<file path="src/hw/rtl/bpq_pkg.sv">
// ----------------------------------------------------------------------------
// bpq_pkg
// Shared types and constants for the button press qualifier.
// ----------------------------------------------------------------------------
`default_nettype none

package bpq_pkg;

    localparam int TIME_W   = 32;
    localparam int DEB_W    = 10;
    localparam int WIN_W    = 13;
    localparam int HOLD_W   = 16;
    localparam int COUNT_W  = 8;
    localparam int CFG_IDX_W  = 2;
    localparam int CFG_DATA_W = 16;
    localparam int IN_DATA_W  = 40;
    localparam int OUT_DATA_W = 8;

    localparam logic [DEB_W-1:0]   DEBOUNCE_RST  = DEB_W'(50);
    localparam logic [WIN_W-1:0]   WINDOW_RST    = WIN_W'(400);
    localparam logic [HOLD_W-1:0]  LONG_HOLD_RST = HOLD_W'(5000);
    localparam logic [COUNT_W-1:0] COUNT_MAX     = '1;

    // configuration register indexes
    localparam logic [CFG_IDX_W-1:0] REG_DEBOUNCE  = CFG_IDX_W'(0);
    localparam logic [CFG_IDX_W-1:0] REG_WINDOW    = CFG_IDX_W'(1);
    localparam logic [CFG_IDX_W-1:0] REG_LONG_HOLD = CFG_IDX_W'(2);

    typedef struct packed {
        logic [DEB_W-1:0]  debounce_ms;
        logic [WIN_W-1:0]  multi_press_window_ms;
        logic [HOLD_W-1:0] long_hold_ms;
    } bpq_cfg_t;

    typedef struct packed {
        logic logging_on;
        logic clear_event;
        logic toggle_event;
        logic debounced_level;
    } bpq_result_t;

endpackage : bpq_pkg

`default_nettype wire

</file>
<file path="src/hw/rtl/button_press_qualifier.sv">
// ----------------------------------------------------------------------------
// button_press_qualifier
// Debounces an active-low button and qualifies short-press groups and
// long presses from timestamped samples.
// ----------------------------------------------------------------------------
//  channel  | ports                          | contents
//  ---------+--------------------------------+------------------------------------
//  s_*      | s_tvalid s_tready s_tdata[39:0] | [31:0] now_ms, [32] button_level
//  m_*      | m_tvalid m_tready m_tdata[7:0]  | [0] debounced, [1] toggle,
//           |                                | [2] clear, [3] logging_on
//  cfg_*    | cfg_valid cfg_ready cfg_index   | 0 debounce, 1 window, 2 long hold
//           | cfg_data[15:0]                 |
//
// One request per cycle unless the output stalls; m_tvalid is set when the sample register steps.
// The sample register feeds the step logic, whose result lands in the output
// register in the same cycle the state advances.
// rst_n clears state, config to defaults; cfg_ready is always high.
// A stalled output holds its result; the sample register keeps taking a new
// request whenever its content moves on in the same cycle.
// ----------------------------------------------------------------------------
`default_nettype none

module button_press_qualifier (
    input  wire logic                             clk,
    input  wire logic                             rst_n,
    input  wire logic                             s_tvalid,
    output      logic                             s_tready,
    input  wire logic [bpq_pkg::IN_DATA_W-1:0]    s_tdata,   // [31:0] now_ms, [32] button_level
    output      logic                             m_tvalid,
    input  wire logic                             m_tready,
    output      logic [bpq_pkg::OUT_DATA_W-1:0]   m_tdata,   // [0] debounced_level,
                                                             // [1] toggle_event,
                                                             // [2] clear_event, [3] logging_on
    input  wire logic                             cfg_valid,
    output      logic                             cfg_ready,
    input  wire logic [bpq_pkg::CFG_IDX_W-1:0]    cfg_index,
    input  wire logic [bpq_pkg::CFG_DATA_W-1:0]   cfg_data
);
    import bpq_pkg::*;

    bpq_cfg_t    cfg;
    bpq_result_t result;

    logic              in_valid_reg, in_valid_next;
    logic [TIME_W-1:0] in_now_reg;
    logic              in_level_reg;
    logic              out_valid_reg, out_valid_next;
    bpq_result_t       out_data_reg;
    logic              step;
    logic              s_fire;

    assign cfg_ready = 1'b1;

    bpq_cfg u_cfg (
        .clk      (clk),
        .rst_n    (rst_n),
        .wr_en    (cfg_valid),
        .wr_index (cfg_index),
        .wr_data  (cfg_data),
        .cfg      (cfg)
    );

    bpq_core u_core (
        .clk          (clk),
        .rst_n        (rst_n),
        .step         (step),
        .now_ms       (in_now_reg),
        .button_level (in_level_reg),
        .cfg          (cfg),
        .result       (result)
    );

    always_comb
    begin
        step           = in_valid_reg && (!out_valid_reg || m_tready);
        s_tready       = !in_valid_reg || step;
        s_fire         = s_tvalid && s_tready;
        in_valid_next  = s_fire ? 1'b1 : (step ? 1'b0 : in_valid_reg);
        out_valid_next = step ? 1'b1 : ((out_valid_reg && m_tready) ? 1'b0 : out_valid_reg);
    end

    always_ff @(posedge clk or negedge rst_n)
    begin
        if (!rst_n)
        begin
            in_valid_reg  <= 1'b0;
            out_valid_reg <= 1'b0;
        end
        else
        begin
            in_valid_reg  <= in_valid_next;
            out_valid_reg <= out_valid_next;
        end
    end

    always_ff @(posedge clk)
    begin
        if (s_fire)
        begin
            in_now_reg   <= s_tdata[TIME_W-1:0];
            in_level_reg <= s_tdata[TIME_W];
        end
        if (step)
        begin
            out_data_reg <= result;
        end
    end

    assign m_tvalid = out_valid_reg;
    assign m_tdata  = OUT_DATA_W'(out_data_reg);

endmodule : button_press_qualifier

`default_nettype wire

</file>
<file path="src/hw/rtl/bpq_cfg.sv">
// ----------------------------------------------------------------------------
// bpq_cfg
// Configuration register file: debounce, grouping window, long-hold time.
// ----------------------------------------------------------------------------
`default_nettype none

module bpq_cfg (
    input  wire logic                          clk,
    input  wire logic                          rst_n,
    input  wire logic                          wr_en,
    input  wire logic [bpq_pkg::CFG_IDX_W-1:0] wr_index,
    input  wire logic [bpq_pkg::CFG_DATA_W-1:0] wr_data,
    output bpq_pkg::bpq_cfg_t                  cfg
);
    import bpq_pkg::*;

    bpq_cfg_t cfg_reg;
    bpq_cfg_t cfg_next;

    always_comb
    begin
        cfg_next = cfg_reg;
        if (wr_en)
        begin
            case (wr_index)
                REG_DEBOUNCE:  cfg_next.debounce_ms           = wr_data[DEB_W-1:0];
                REG_WINDOW:    cfg_next.multi_press_window_ms = wr_data[WIN_W-1:0];
                REG_LONG_HOLD: cfg_next.long_hold_ms          = wr_data[HOLD_W-1:0];
                default:       cfg_next = cfg_reg;
            endcase
        end
    end

    always_ff @(posedge clk or negedge rst_n)
    begin
        if (!rst_n)
        begin
            cfg_reg.debounce_ms           <= DEBOUNCE_RST;
            cfg_reg.multi_press_window_ms <= WINDOW_RST;
            cfg_reg.long_hold_ms          <= LONG_HOLD_RST;
        end
        else
        begin
            cfg_reg <= cfg_next;
        end
    end

    assign cfg = cfg_reg;

endmodule : bpq_cfg

`default_nettype wire

</file>
<file path="src/hw/rtl/bpq_core.sv">
// ----------------------------------------------------------------------------
// bpq_core
// Per-tick state update: debounce, long press, multi-press grouping.
// ----------------------------------------------------------------------------
`default_nettype none

module bpq_core (
    input  wire logic                       clk,
    input  wire logic                       rst_n,
    input  wire logic                       step,
    input  wire logic [bpq_pkg::TIME_W-1:0] now_ms,
    input  wire logic                       button_level,
    input  wire bpq_pkg::bpq_cfg_t          cfg,
    output bpq_pkg::bpq_result_t            result
);
    import bpq_pkg::*;

    logic               raw_seen_reg,    raw_seen_next;
    logic               stable_seen_reg, stable_seen_next;
    logic [TIME_W-1:0]  last_change_reg, last_change_next;
    logic [TIME_W-1:0]  press_start_reg, press_start_next;
    logic [TIME_W-1:0]  last_release_reg, last_release_next;
    logic [COUNT_W-1:0] pending_reg,     pending_next;
    logic               long_done_reg,   long_done_next;
    logic               logging_reg,     logging_next;

    logic [TIME_W-1:0]  change_age;
    logic [TIME_W-1:0]  held;
    logic [TIME_W-1:0]  held_eff;
    logic [TIME_W-1:0]  release_age;
    logic [TIME_W-1:0]  deb_ext;
    logic [TIME_W-1:0]  win_ext;
    logic [TIME_W-1:0]  hold_ext;
    logic               raw_change;
    logic               deb_fire;
    logic               press_fire;
    logic               short_release;
    logic               in_window;
    logic [COUNT_W-1:0] pending_a;
    logic               long_done_a;
    logic               clear_ev;
    logic               toggle_ev;

    always_comb
    begin
        deb_ext  = TIME_W'(cfg.debounce_ms);
        win_ext  = TIME_W'(cfg.multi_press_window_ms);
        hold_ext = TIME_W'(cfg.long_hold_ms);

        raw_change  = (button_level != raw_seen_reg);
        change_age  = now_ms - last_change_reg;
        held        = now_ms - press_start_reg;
        release_age = now_ms - last_release_reg;

        // a fresh raw change resets the age to zero, so it can never fire here
        deb_fire   = !raw_change && (change_age > deb_ext) && (stable_seen_reg != raw_seen_reg);
        press_fire = deb_fire && !raw_seen_reg;
        stable_seen_next = deb_fire ? raw_seen_reg : stable_seen_reg;

        short_release = deb_fire && raw_seen_reg && !long_done_reg && (held < hold_ext);
        in_window     = (release_age <= win_ext);

        if (short_release)
        begin
            if (in_window)
                pending_a = (pending_reg == COUNT_MAX) ? COUNT_MAX : pending_reg + COUNT_W'(1);
            else
                pending_a = COUNT_W'(1);
        end
        else
        begin
            pending_a = pending_reg;
        end

        long_done_a = press_fire ? 1'b0 : long_done_reg;
        held_eff    = press_fire ? '0 : held;

        clear_ev  = !stable_seen_next && !long_done_a && (held_eff >= hold_ext);
        // a short release this tick restarts the window, so no toggle yet
        toggle_ev = stable_seen_next && !short_release && (pending_a != '0)
                    && (release_age > win_ext);

        raw_seen_next     = button_level;
        last_change_next  = (raw_change || deb_fire) ? now_ms : last_change_reg;
        press_start_next  = press_fire ? now_ms : press_start_reg;
        last_release_next = short_release ? now_ms : last_release_reg;
        pending_next      = (clear_ev || toggle_ev) ? '0 : pending_a;
        long_done_next    = clear_ev ? 1'b1 : long_done_a;

        if (clear_ev)
            logging_next = 1'b0;
        else if (toggle_ev)
            logging_next = ~logging_reg;
        else
            logging_next = logging_reg;

        result.debounced_level = stable_seen_next;
        result.toggle_event    = toggle_ev;
        result.clear_event     = clear_ev;
        result.logging_on      = logging_next;
    end

    always_ff @(posedge clk or negedge rst_n)
    begin
        if (!rst_n)
        begin
            raw_seen_reg     <= 1'b1;
            stable_seen_reg  <= 1'b1;
            last_change_reg  <= '0;
            press_start_reg  <= '0;
            last_release_reg <= '0;
            pending_reg      <= '0;
            long_done_reg    <= 1'b0;
            logging_reg      <= 1'b0;
        end
        else if (step)
        begin
            raw_seen_reg     <= raw_seen_next;
            stable_seen_reg  <= stable_seen_next;
            last_change_reg  <= last_change_next;
            press_start_reg  <= press_start_next;
            last_release_reg <= last_release_next;
            pending_reg      <= pending_next;
            long_done_reg    <= long_done_next;
            logging_reg      <= logging_next;
        end
    end

endmodule : bpq_core

`default_nettype wire

</file>
<file path="config.mk">
export PLATFORM = sky130hd
export DESIGN_NAME = button_press_qualifier
export DESIGN_NICKNAME = d
export VERILOG_FILES = /design/src/hw/rtl/bpq_pkg.sv /design/src/hw/rtl/button_press_qualifier.sv /design/src/hw/rtl/bpq_cfg.sv /design/src/hw/rtl/bpq_core.sv
export SDC_FILE = /design/constraint.sdc
export NUM_CORES = 1
export LEC_CHECK = 0
export ABC_CLOCK_PERIOD_IN_PS = 6900
export BUFFER_PORTS_ARGS = -buffer_cell sky130_fd_sc_hd__buf_2
export CAP_MARGIN = 30
export CORE_MARGIN = 3
export CORE_UTILIZATION = 60
export CTS_CLUSTER_DIAMETER = 200
export DETAILED_ROUTE_END_ITERATION = 12
export GPL_ROUTABILITY_DRIVEN = 0
export GPL_TIMING_DRIVEN = 1
export PLACE_DENSITY = 0.78
export RECOVER_POWER = 25
export SYNTH_ARGS = -nofsm -noshare
export SYNTH_HDL_FRONTEND = slang
export SYNTH_SLANG_ARGS = --single-unit
</file>
<file path="constraint.sdc">
create_clock -name clk -period 6.9 [get_ports clk]
set_input_delay 0.345 -clock clk [delete_from_list [all_inputs] [get_ports clk]]
set_output_delay 0.345 -clock clk [all_outputs]
set_load 0.05 [all_outputs]
</file>
Yosys cells after proc, flatten, opt, wreduce, memory -nomap -nowiden
Index checks and enable logic that the tools add are counted.

storage, ports and cells
  register bits after elaboration = 186
  RAM bits = 0
  memories = 0
  bits of input ports = 63
  memory bits (read-only) = 0
  output and inout port bits = 11
  latch bits = 0
  logic and storage cells = 84

operators by class
  add/sub/neg operators = 4
  bitwise logic cells = 1
  equality and inequality tests = 5
  multipliers = 0
  reductions and logical operators = 36
  muxes and demuxes = 14
  shifts and indexed selects = 0
  div/mod/pow operators = 0
  magnitude comparators = 5

operator list
  kind                                                             count
  32-bit subtractor                                                3
  32-bit by 16-bit >= comparator with 1-bit output                 1
  32-bit by 10-bit greater-than comparator with 1-bit output       1
  32-bit by 13-bit greater-than comparator with 1-bit output       1
  32-bit by 13-bit less-or-equal comparator with 1-bit output      1
  32-bit by 16-bit less-than comparator with 1-bit output          1
  32-bit two-way mux                                               1
  8-bit two-way mux                                                4
  1-bit logical AND                                                14
  2-bit AND reduction                                              6
  1-bit two-way mux                                                9
  8-bit by 1-bit adder with 8-bit output, second input constant    1
  8-bit == test, second input constant                             1
  1-bit zero test                                                  8
  8-bit nonzero test                                               1
  1-bit logical OR                                                 4
  2-bit nonzero test                                               2
  2-bit by 1-bit == test with 1-bit output, second input constant  1
  2-bit == test, second input constant                             1
  2-bit zero test                                                  1
  1-bit inequality test                                            2
  1-bit NOT                                                        1

Longest topological paths before layout
Gate-level depths: netlist of run 1.

  word-level depth = 13
  mapped depth = 34
  mapped depth without buffers = 33

By module
A second synthesis of run 1 with hierarchy kept.

unflattened totals
  cells, all modules = 1666
  area, all modules = 15198.3 µm²

modules (own cells, without submodules)
  module                  cells each  area an instance (µm²)  instances  seq. area each (µm²)
  bpq_core                1530        12385.6                 1          2705.1
  bpq_cfg                 84          1552.7                  1          989.7
  button_press_qualifier  52          1260.0                  1          1161.1

Least setup slack after synthesis of run 1
No wires, ideal clock.

  path type = register -> register
  start = register in_now_reg[3]
  end = register u_core.pending_reg[4]
  cell stages (with the launch flop) = 34
  setup slack = 0.602 ns
  period minus slack after synthesis = 6.298 ns
  data required time = 6.835 ns
  buffers on the path = 1
  arrival time = 6.233 ns
  setup time = 0.065 ns
  path through = edfxtp_1 > ha_1 > a21o_1 > a21oi_1 > nand2_1 > a21o_1 > a21o_1 > a21oi_1 > o21bai_1 > xor2_1 > ha_1 > nand4_1 > o32ai_1 > a31oi_1 > a2111oi_0 > o2111ai_1 > nor4_2 > and4_1 > or4_1 > buf_4 > nand2b_1 > ha_1 > nand2b_1 > a21o_1 > a21oi_1 > nor2b_1 > o21ai_0 > nand2b_1 > a211oi_1 > o21bai_1 > a21oi_1 > a32oi_4 > o31ai_4 > o22a_1

between the ends
  elaborated cells between the ends (all ways) = 30
  those cells by class = add/sub: 3; order compare: 5; mux: 6; reduce/logical: 16

RTL lines
  item                                                                       RTL line                       source
  from (decl)                                                                button_press_qualifier.sv:45   logic [TIME_W-1:0] in_now_reg;
  from (signal assigned)                                                     button_press_qualifier.sv:100  in_now_reg <= s_tdata[TIME_W-1:0];
  parallel branches: the longest is 8 deep, another holds 32-bit subtractor  --
  1-bit logical AND (*)                                                      bpq_core.sv:78                 clear_ev = !stable_seen_next && !long_done_a && (held_eff >= hold_ext);
  via u_core.clear_ev                                                        bpq_core.sv:41                 logic clear_ev;
  1-bit logical OR (*)                                                       bpq_core.sv:87                 pending_next = (clear_ev || toggle_ev) ? '0 : pending_a;
  8-bit two-way mux (*)                                                      bpq_core.sv:87
  to (signal assigned)                                                       bpq_core.sv:123                pending_reg <= pending_next;
  to (decl)                                                                  bpq_core.sv:23                 logic [COUNT_W-1:0] pending_reg, pending_next;

Mark *: on every way through the listed nets, which the timed path passes.
A chain may end at the register's enable or synchronous reset.

Worst setup path in the final report of run 1
  start = register in_now_reg[1]
  end = register u_core.pending_reg[7]

The elaborated chain is that of the path after synthesis.

==> impl_metrics.tcl, run 1 <==
set metrics [dict create \
    status "finished, violations left" \
    violations "max-capacitance violations, max-slew violations" \
    layout_min_cycle_time_ps 6490 \
    fmax_mhz 154 \
    synth_area_leaders "dfrtp_1, ha_1, edfxtp_1" \
    finalSetupViolCount 0 \
    ys.flop_type "dfrtp_1" \
    skew_ps 12.9 \
    end_kind "flip-flop" \
    dieArea_mm2 0.0258 \
    cts_max_path_buffers 2 \
    n_antenna_cell 0 \
    synthCells 1639 \
    nets 1909 \
    max_slew_margin_pct -193 \
    synthArstFlopShare_pct 80.1 \
    largest_reg_flops 39 \
    syn-cell-area_mm2 0.0144 \
    required_ps 7280 \
    synth.avg_cell_area_um2 8.77 \
    yosysWarnings 0 \
    grt_pass1_wl_mm 58.2 \
    cp-start-kind "flip-flop" \
    hold_slack_ps 72.3 \
    drive_gt1_share_pct 13.6 \
    clk_pin_slew_ps 80 \
    drt-initial-drc-count 876 \
    hold_class "primary input to flip-flop" \
    cts-htree-levels 4 \
    port_buffers 61 \
    total_power_uw 5570 \
    crit_type "flip-flop to flip-flop" \
    leakagePower_uw 0.00719 \
    num_vias 12400 \
    core_area_mm2 0.0235 \
    cts_tree "done" \
    track_usage_pct 27.4 \
    std_cell_rows 56 \
    pin_count 74 \
    drt_first_pass_iters 5 \
    yosysTopAreaCell "dfrtp_1" \
    ant_nets 0 \
    cp_slowest_cell "o31ai_4" \
    ys_top_cells_by_count "nand2_1, inv_1, ha_1" \
    start_util_pct 61.2 \
    antenna_found_initial 0 \
    synth_edf_count 37 \
    grt_max_degree 81 \
    finalSetupTns_ps 0 \
    syn2layout_area_growth_pct 9.08 \
    path_max_fanout 11 \
    power_density_mw_per_mm2 355 \
    root_buffer "clkbuf_16" \
    vdd_drop_max_mv 0.174 \
    timing.final.max_slew_violations 81 \
    tightest_slew_ps 4400 \
    cp.arrival_ps 6860 \
    maxCapViolations 1 \
    first_global_vias 12000 \
    die_w_um 161 \
    wl_per_cell_um 17.4 \
    seq_area_frac_synth_pct 33.8 \
    fin_crit_sh_pct 94.0 \
    yosysTopAreaCellShare_pct 23.7 \
    vias_per_cell 6.10 \
    drc 0 \
    cpPeakStageDelay_ps 410 \
    ys_types 83 \
    fillers 1909 \
    ys_ff_latch 186 \
    yosysMostFrequentCell "nand2_1" \
    finalHoldViolations 0 \
    cts.sinks 186 \
    cts_buffers 17 \
    overflow 0 \
    dp.final_hpwl_mm 27.0 \
    die_h_um 161 \
    drt_wl_total_mm 35.2 \
    clock_latency_ps 450 \
]
## power by group
part	internal [uW]	total, uW	switching (uW)
registers	1350	1460	107
clock network	513	977	464
logic	1320	3130	1810
total	3180	5570	2380
## timing repair
action                                  CTS  global route
endpoints found under the setup margin    7            12
hold buffers                              1             0
pin swaps                                 0             8
resized for setup                         2             7
hold endpoints to repair                 53             0
buffers inserted                          0             3
cloned                                    0             0
## layer usage
layer | wire [um] | GRT usage [%] | up-vias
met3 | 2110 | 3.35 | 69
met4 | 903 | 8.88 | 0
met5 | 0 | 0 | -
met1 | 15600 | 37.5 | 5884
met2 | 16500 | 45.6 | 407
li1 | - | - | 6008
## critical path, delay by kind of cell, from the launching register on
family | cells | cell delay, ps
buffers and inverters | 1 | 180
AOI/OAI and AO/OA | 18 | 3340
DFF | 1 | 400
adders and majority gates | 3 | 910
xor gates and xnor gates | 1 | 140
and+or+nand+nor | 10 | 1460
## per-stage QoR
stage	utilization, %	std cells	setup WS (ps)	cell area (um2)
2_1_floorplan	-	1642	602	14400
3_3_place_gp	64.1	1991	128	15000
3_5_place_dp	64.1	1991	-87.6	15000
4_1_cts	66.6	2024	123	15600
5_1_grt	66.8	2027	-8.23	15700
6_report	66.8	2027	414	15700
## layout by cell type, fill, tap and decap left out, drive strengths merged, types with 39 or more instances in the layout
cell type	netlist	routed
inv	152	161
nor2	79	79
a21oi	131	131
buf	20	86
dfrtp	136	136
o21ai	146	146
mux2	64	64
nand2	184	184
nand4	39	39
ha	148	148
a21o	43	43
## layout make-up
class	instances	area [um2]	share of cell area, %
flip-flops and latches	186	4860	31.0
clock inverters	12	98.8	0.630
clock buffers	20	478	3.05
repair buffers	90	519	3.31
multi-input cells	1248	8760	55.9
inverters	152	571	3.64
well taps	319	399	2.55
## worst paths after layout
path,start,to,slack (ps),depth (start not counted)
setup reg to reg,in_now_reg[1],u_core.pending_reg[7],410,33
hold / removal,s_tdata[24],in_now_reg[24],70,1
max in group asynchronous,rst_n,u_core.press_start_reg[18],2250,3
min in group asynchronous,rst_n,u_cfg.cfg[2],2020,2
hold reg to reg,u_core.stable_seen_reg,u_core.stable_seen_reg,500,2
setup / recovery,in_now_reg[1],u_core.pending_reg[7],410,33
## cells by family (layout without fill, tap and decap cells)
family / count (synthesis) / after routing / synth area share (%)
mux: 67 / 67 / 5.22
other cells: 2 / 5 / 0.0523
fa+ha+maj: 151 / 151 / 13.3
flops: 186 / 186 / 33.8
xor+xnor: 66 / 66 / 4.02
compound gates: 489 / 489 / 21.9
buf+inv: 208 / 274 / 5.71
simple gates: 470 / 470 / 16.1
(Power assumes the default switching activity.)
==> run 2: changes to the inputs <==
ABC_CLOCK_PERIOD_IN_PS = 8150   (was 6900)
REMOVE_ABC_BUFFERS = 1   (was default)
clock period = 8.15 ns   (was 6.9 ns; I/O delays follow)
==> impl_metrics.tcl, run 2 (same netlist as run 1, synthesis figures left out) <==
set metrics [dict create \
    first_global_vias 11700 \
    cts-htree-levels 4 \
    min_from "s_tdata[8]" \
    p_sw_uw 1940 \
    hold_buffers 0 \
    required_ps 8520 \
    rsz0062_at_grt "false" \
    start_util_pct 61.2 \
    postCtsSetupBuffers 0 \
    finalSetupViolCount 0 \
    fin_crit_sh_pct 91.2 \
    layout_min_cycle_time_ps 7430 \
    cts_buffers 17 \
    pin_count 74 \
    n_antenna_cell 0 \
    critPathLaunch "in_now_reg[1]" \
    cp_slowest_cell "edfxtp_1" \
    timing.final.max_slew_violations 90 \
    cp_num_buf_inv 0 \
    syn2layout_area_growth_pct 7.59 \
    ctsResizeCount 0 \
    grt_max_degree 90 \
    nets 1887 \
    power_density_mw_per_mm2 297 \
    end_kind "flip-flop" \
    cpPeakStageDelay_ps 580 \
    overflow 0 \
    most-common-layout-cells "nand2_1, inv_1, ha_1" \
    cts.sinks 186 \
    dp.final_hpwl_mm 26.1 \
    rrSetupSlack_ps 720 \
    drive_gt1_share_pct 12.1 \
    tightest_slew_ps 4830 \
    violations "max-capacitance violations, max-slew violations" \
    crit_type "flip-flop to flip-flop" \
    grt_pass1_wl_mm 55.8 \
    max_slew_margin_pct -222 \
    drc 0 \
    r2r_start "in_now_reg[1]" \
    leakagePower_uw 0.00707 \
    clock_latency_ps 430 \
    multi_input_area_mm2 0.00872 \
    wl_per_cell_um 16.9 \
    root_buffer "clkbuf_16" \
    die_h_um 161 \
    path_max_fanout 18 \
    vdd_drop_max_mv 0.127 \
    status "finished, violations left" \
    track_usage_pct 26.3 \
    layout_commonest_cell "nand2_1" \
    cts_max_path_buffers 2 \
    dieArea_mm2 0.0258 \
    combPwrFrac_pct 55.3 \
    pwr-share-clk_pct 17.7 \
    top_usage_layer "met2" \
    num_vias 12300 \
    cp-start-kind "flip-flop" \
    fillers 1924 \
    std_cell_rows 56 \
    utilization_pct 65.9 \
    finalSetupTns_ps 0 \
    grtUsageMet2_pct 44.5 \
    drt-initial-drc-count 766 \
    netSwitchingFraction_pct 42.3 \
    drt_wl_total_mm 33.9 \
    core_area_mm2 0.0235 \
    cp.arrival_ps 7800 \
    power.share.sequential_pct 27.0 \
    die_w_um 161 \
    port_buffers 61 \
    finalHoldViolations 0 \
    antenna_found_initial 0 \
    vias_per_cell 6.11 \
    internal-power_uw 2650 \
    critPathTopFamily "compound AO/OA/AOI/OAI gates" \
    fmax_mhz 135 \
    ant_nets 0 \
    skew_ps 11.5 \
    hold_class "primary input to flip-flop" \
    largest_reg_flops 39 \
    globalRouteMet3Util_pct 3.51 \
    cts_tree "done" \
    maxCapViolations 1 \
    use_met1_pct 35.4 \
    drt_first_pass_iters 5 \
    seq_area_mm2 0.00486 \
    clk_pin_slew_ps 70 \
]
==> run 2: routing by layer <==
metal  vias up  share of wire (%)
met3        69                6.2
met4         0                2.7
met5         -                  0
li1       5964                  -
met2       399                 46
met1      5819                 45
==> run 2: cell type report <==
cell class	instances	area share, %
well taps	319	2.58
inverters	152	3.69
flip-flops and latches	186	31.4
clock buffers	19	2.80
multi-input cells	1248	56.4
repair buffers	68	2.30
clock inverters	13	0.858
==> run 2: through the flow <==
| step | setup slack (ps) | std cells | hold WS, ps | cell area, um2 | total power (uW) |
|---|---|---|---|---|---|
| 2_1_floorplan | 1690 | 1586 | 112 | 14100 | 3200 |
| 3_3_place_gp | 804 | 1973 | 463 | 14900 | 3650 |
| 3_5_place_dp | 551 | 1973 | 479 | 14900 | 3750 |
| 4_1_cts | 535 | 2005 | 74.5 | 15500 | 4590 |
| 5_1_grt | 260 | 2005 | 121 | 15500 | 4970 |
| 6_report | 718 | 2005 | 143 | 15500 | 4590 |
==> run 2: final timing paths <==
| path | to | cells after the start |
|---|---|---|
| worst max-delay path | u_core.pending_reg[7] | 32 |
| worst min-delay path | in_now_reg[8] | 1 |
| worst max register to register | u_core.pending_reg[7] | 32 |
| worst min register to register | u_core.logging_reg | 1 |
| max in group asynchronous | u_core.last_change_reg[24] | 1 |
| min in group asynchronous | u_cfg.cfg[5] | 1 |
==> run 2: worst register-to-register path: cells and delay by family (launching register included) <==
family,cells,cell delay (ps)
DFF,1,580
AOI/OAI and AO/OA,18,3850
adders and majority gates,3,950
xor gates and xnor gates,1,150
and+or+nand+nor,10,1830
==> run 2: power groups by stage <==
stage          clock network, uW  logic (uW)  registers (uW)
2_1_floorplan                  0        1970            1230
3_3_place_gp                   0        2410            1240
3_5_place_dp                   0        2490            1250
4_1_cts                      830        2520            1240
5_1_grt                      863        2850            1260
6_report                     812        2540            1240
==> run 3: changes to the inputs <==
ABC_CLOCK_PERIOD_IN_PS = 8350   (was 8150)
clock period = 8.35 ns   (was 8.15 ns; I/O delays follow)
==> impl_metrics.tcl, run 3 (same netlist as run 1, synthesis figures left out) <==
set metrics [dict create \
    cts_buffers 17 \
    drive_gt1_share_pct 11.9 \
    cts_max_path_buffers 2 \
    most-common-layout-cells "nand2_1, inv_1, ha_1" \
    ff2ff_path_depth 32 \
    drt_first_pass_iters 7 \
    largest_reg_flops 39 \
    cp_slowest_cell "nor4_2" \
    rrSetupSlack_ps 1010 \
    pin_count 74 \
    cts-htree-levels 4 \
    drt-initial-drc-count 888 \
    core_area_mm2 0.0235 \
    layout_commonest_cell "nand2_1" \
    layout_min_cycle_time_ps 7340 \
    internal-power_uw 2590 \
    drc 0 \
    fmax_mhz 136 \
    violations "max-capacitance violations, max-slew violations" \
    skew_ps 14.7 \
    n_antenna_cell 0 \
    track_usage_pct 26.6 \
    port_buffers 61 \
    fin_crit_sh_pct 87.9 \
    std_cell_rows 56 \
    ctsResizeCount 0 \
    netSwitchingFraction_pct 42.3 \
    hold_depth 1 \
    syn2layout_area_growth_pct 7.43 \
    max_slew_margin_pct -196 \
    place_ws_ps 1100 \
    grt_max_degree 80 \
    cp-start-kind "flip-flop" \
    ant_nets 0 \
    path_max_fanout 7 \
    nets 1885 \
    cts_tree "done" \
    start_util_pct 61.2 \
    hold_buffers 0 \
    power_density_mw_per_mm2 291 \
    leakagePower_uw 0.00706 \
    utilization_pct 65.8 \
    finalWorstSetupSlack_ps 1010 \
    die_h_um 161 \
    rsz0062_at_grt "false" \
    drt_wl_total_mm 34.3 \
    postCtsSetupBuffers 0 \
    crit_type "flip-flop to flip-flop" \
    cpPeakStageDelay_ps 520 \
    finalSetupTns_ps 0 \
    p_sw_uw 1900 \
    required_ps 8730 \
    pwr-share-clk_pct 17.6 \
    dp.final_hpwl_mm 26.3 \
    cp.arrival_ps 7720 \
    clk_pin_slew_ps 80 \
    seq_area_mm2 0.00486 \
    power.share.sequential_pct 27.0 \
    maxCapViolations 1 \
    antenna_found_initial 1 \
    first_global_vias 11700 \
    clock_latency_ps 440 \
    finalHoldViolations 0 \
    hold_class "primary input to flip-flop" \
    num_vias 12300 \
    wl_per_cell_um 17.1 \
    status "finished, violations left" \
    die_w_um 161 \
    dieArea_mm2 0.0258 \
    vias_per_cell 6.15 \
    timing.final.max_slew_violations 80 \
    tightest_slew_ps 4440 \
    combPwrFrac_pct 55.4 \
    multi_input_area_mm2 0.00871 \
    overflow 0 \
    grt_pass1_wl_mm 56.2 \
    end_kind "flip-flop" \
    hold_slack_ps 144 \
    root_buffer "clkbuf_16" \
    vdd_drop_max_mv 0.144 \
    fillers 1899 \
    cts.sinks 186 \
    finalSetupViolCount 0 \
]
==> run 3: cell count changes in the layout (fill, tap and decap cells not counted), sizes merged <==
| cell | before | now |
|---|---|---|
| buf | 66 | 65 |
| clkbuf | 21 | 22 |
| clkinvlp | 2 | 1 |
| inv | 160 | 159 |
==> run 3: final timing paths <==
path                               start                          to
setup / recovery           in_now_reg[3]       u_core.pending_reg[4]
hold / removal                s_tdata[8]               in_now_reg[8]
hold reg to reg             in_valid_reg                    m_tvalid
min in group asynchronous          rst_n                u_cfg.cfg[6]
max in group asynchronous          rst_n  u_core.last_change_reg[14]
setup reg to reg           in_now_reg[3]       u_core.pending_reg[4]
==> run 3: through the flow <==
| stage | area [um2] | total power (uW) | instances |
|---|---|---|---|
| 2_1_floorplan | 14100 | 3120 | 1586 |
| 3_3_place_gp | 14900 | 3570 | 1971 |
| 3_5_place_dp | 14900 | 3660 | 1971 |
| 4_1_cts | 15400 | 4480 | 2003 |
| 5_1_grt | 15400 | 4860 | 2003 |
| 6_report | 15400 | 4500 | 2003 |
==> run 3: layout make-up <==
cell class	count	share of cell area, %
clock buffers	21	2.92
inverters	152	3.70
well taps	319	2.59
repair buffers	66	2.21
flip-flops and latches	186	31.5
multi-input cells	1248	56.4
clock inverters	11	0.705
==> run 3: power groups by stage <==
stage               Sequential [uW]  Clock, uW  Combinational (uW)
finish                         1210        792                2490
detailed placement             1230          0                2440
CTS                            1210        803                2460
global route                   1230        840                2790
global placement               1220          0                2350
floorplan                      1200          0                1920
==> run 3: critical path, delay by kind of cell (launching register included) <==
| family | cells | cell delay [ps] |
|---|---|---|
| DFF | 1 | 510 |
| xor gates and xnor gates | 1 | 150 |
| adders and majority gates | 3 | 1020 |
| and+or+nand+nor | 9 | 1690 |
| AOI/OAI and AO/OA | 19 | 3900 |
==> run 3: per-layer routing <==
| layer | vias up | GRT usage [%] | share of wire, % |
|---|---|---|---|
| li1 | 5966 | - | - |
| met4 | 2 | 7.51 | 2.3 |
| met5 | - | 0 | 0.038 |
| met3 | 72 | 3.61 | 6.1 |
| met1 | 5879 | 35.7 | 45 |
| met2 | 398 | 45.3 | 47 |
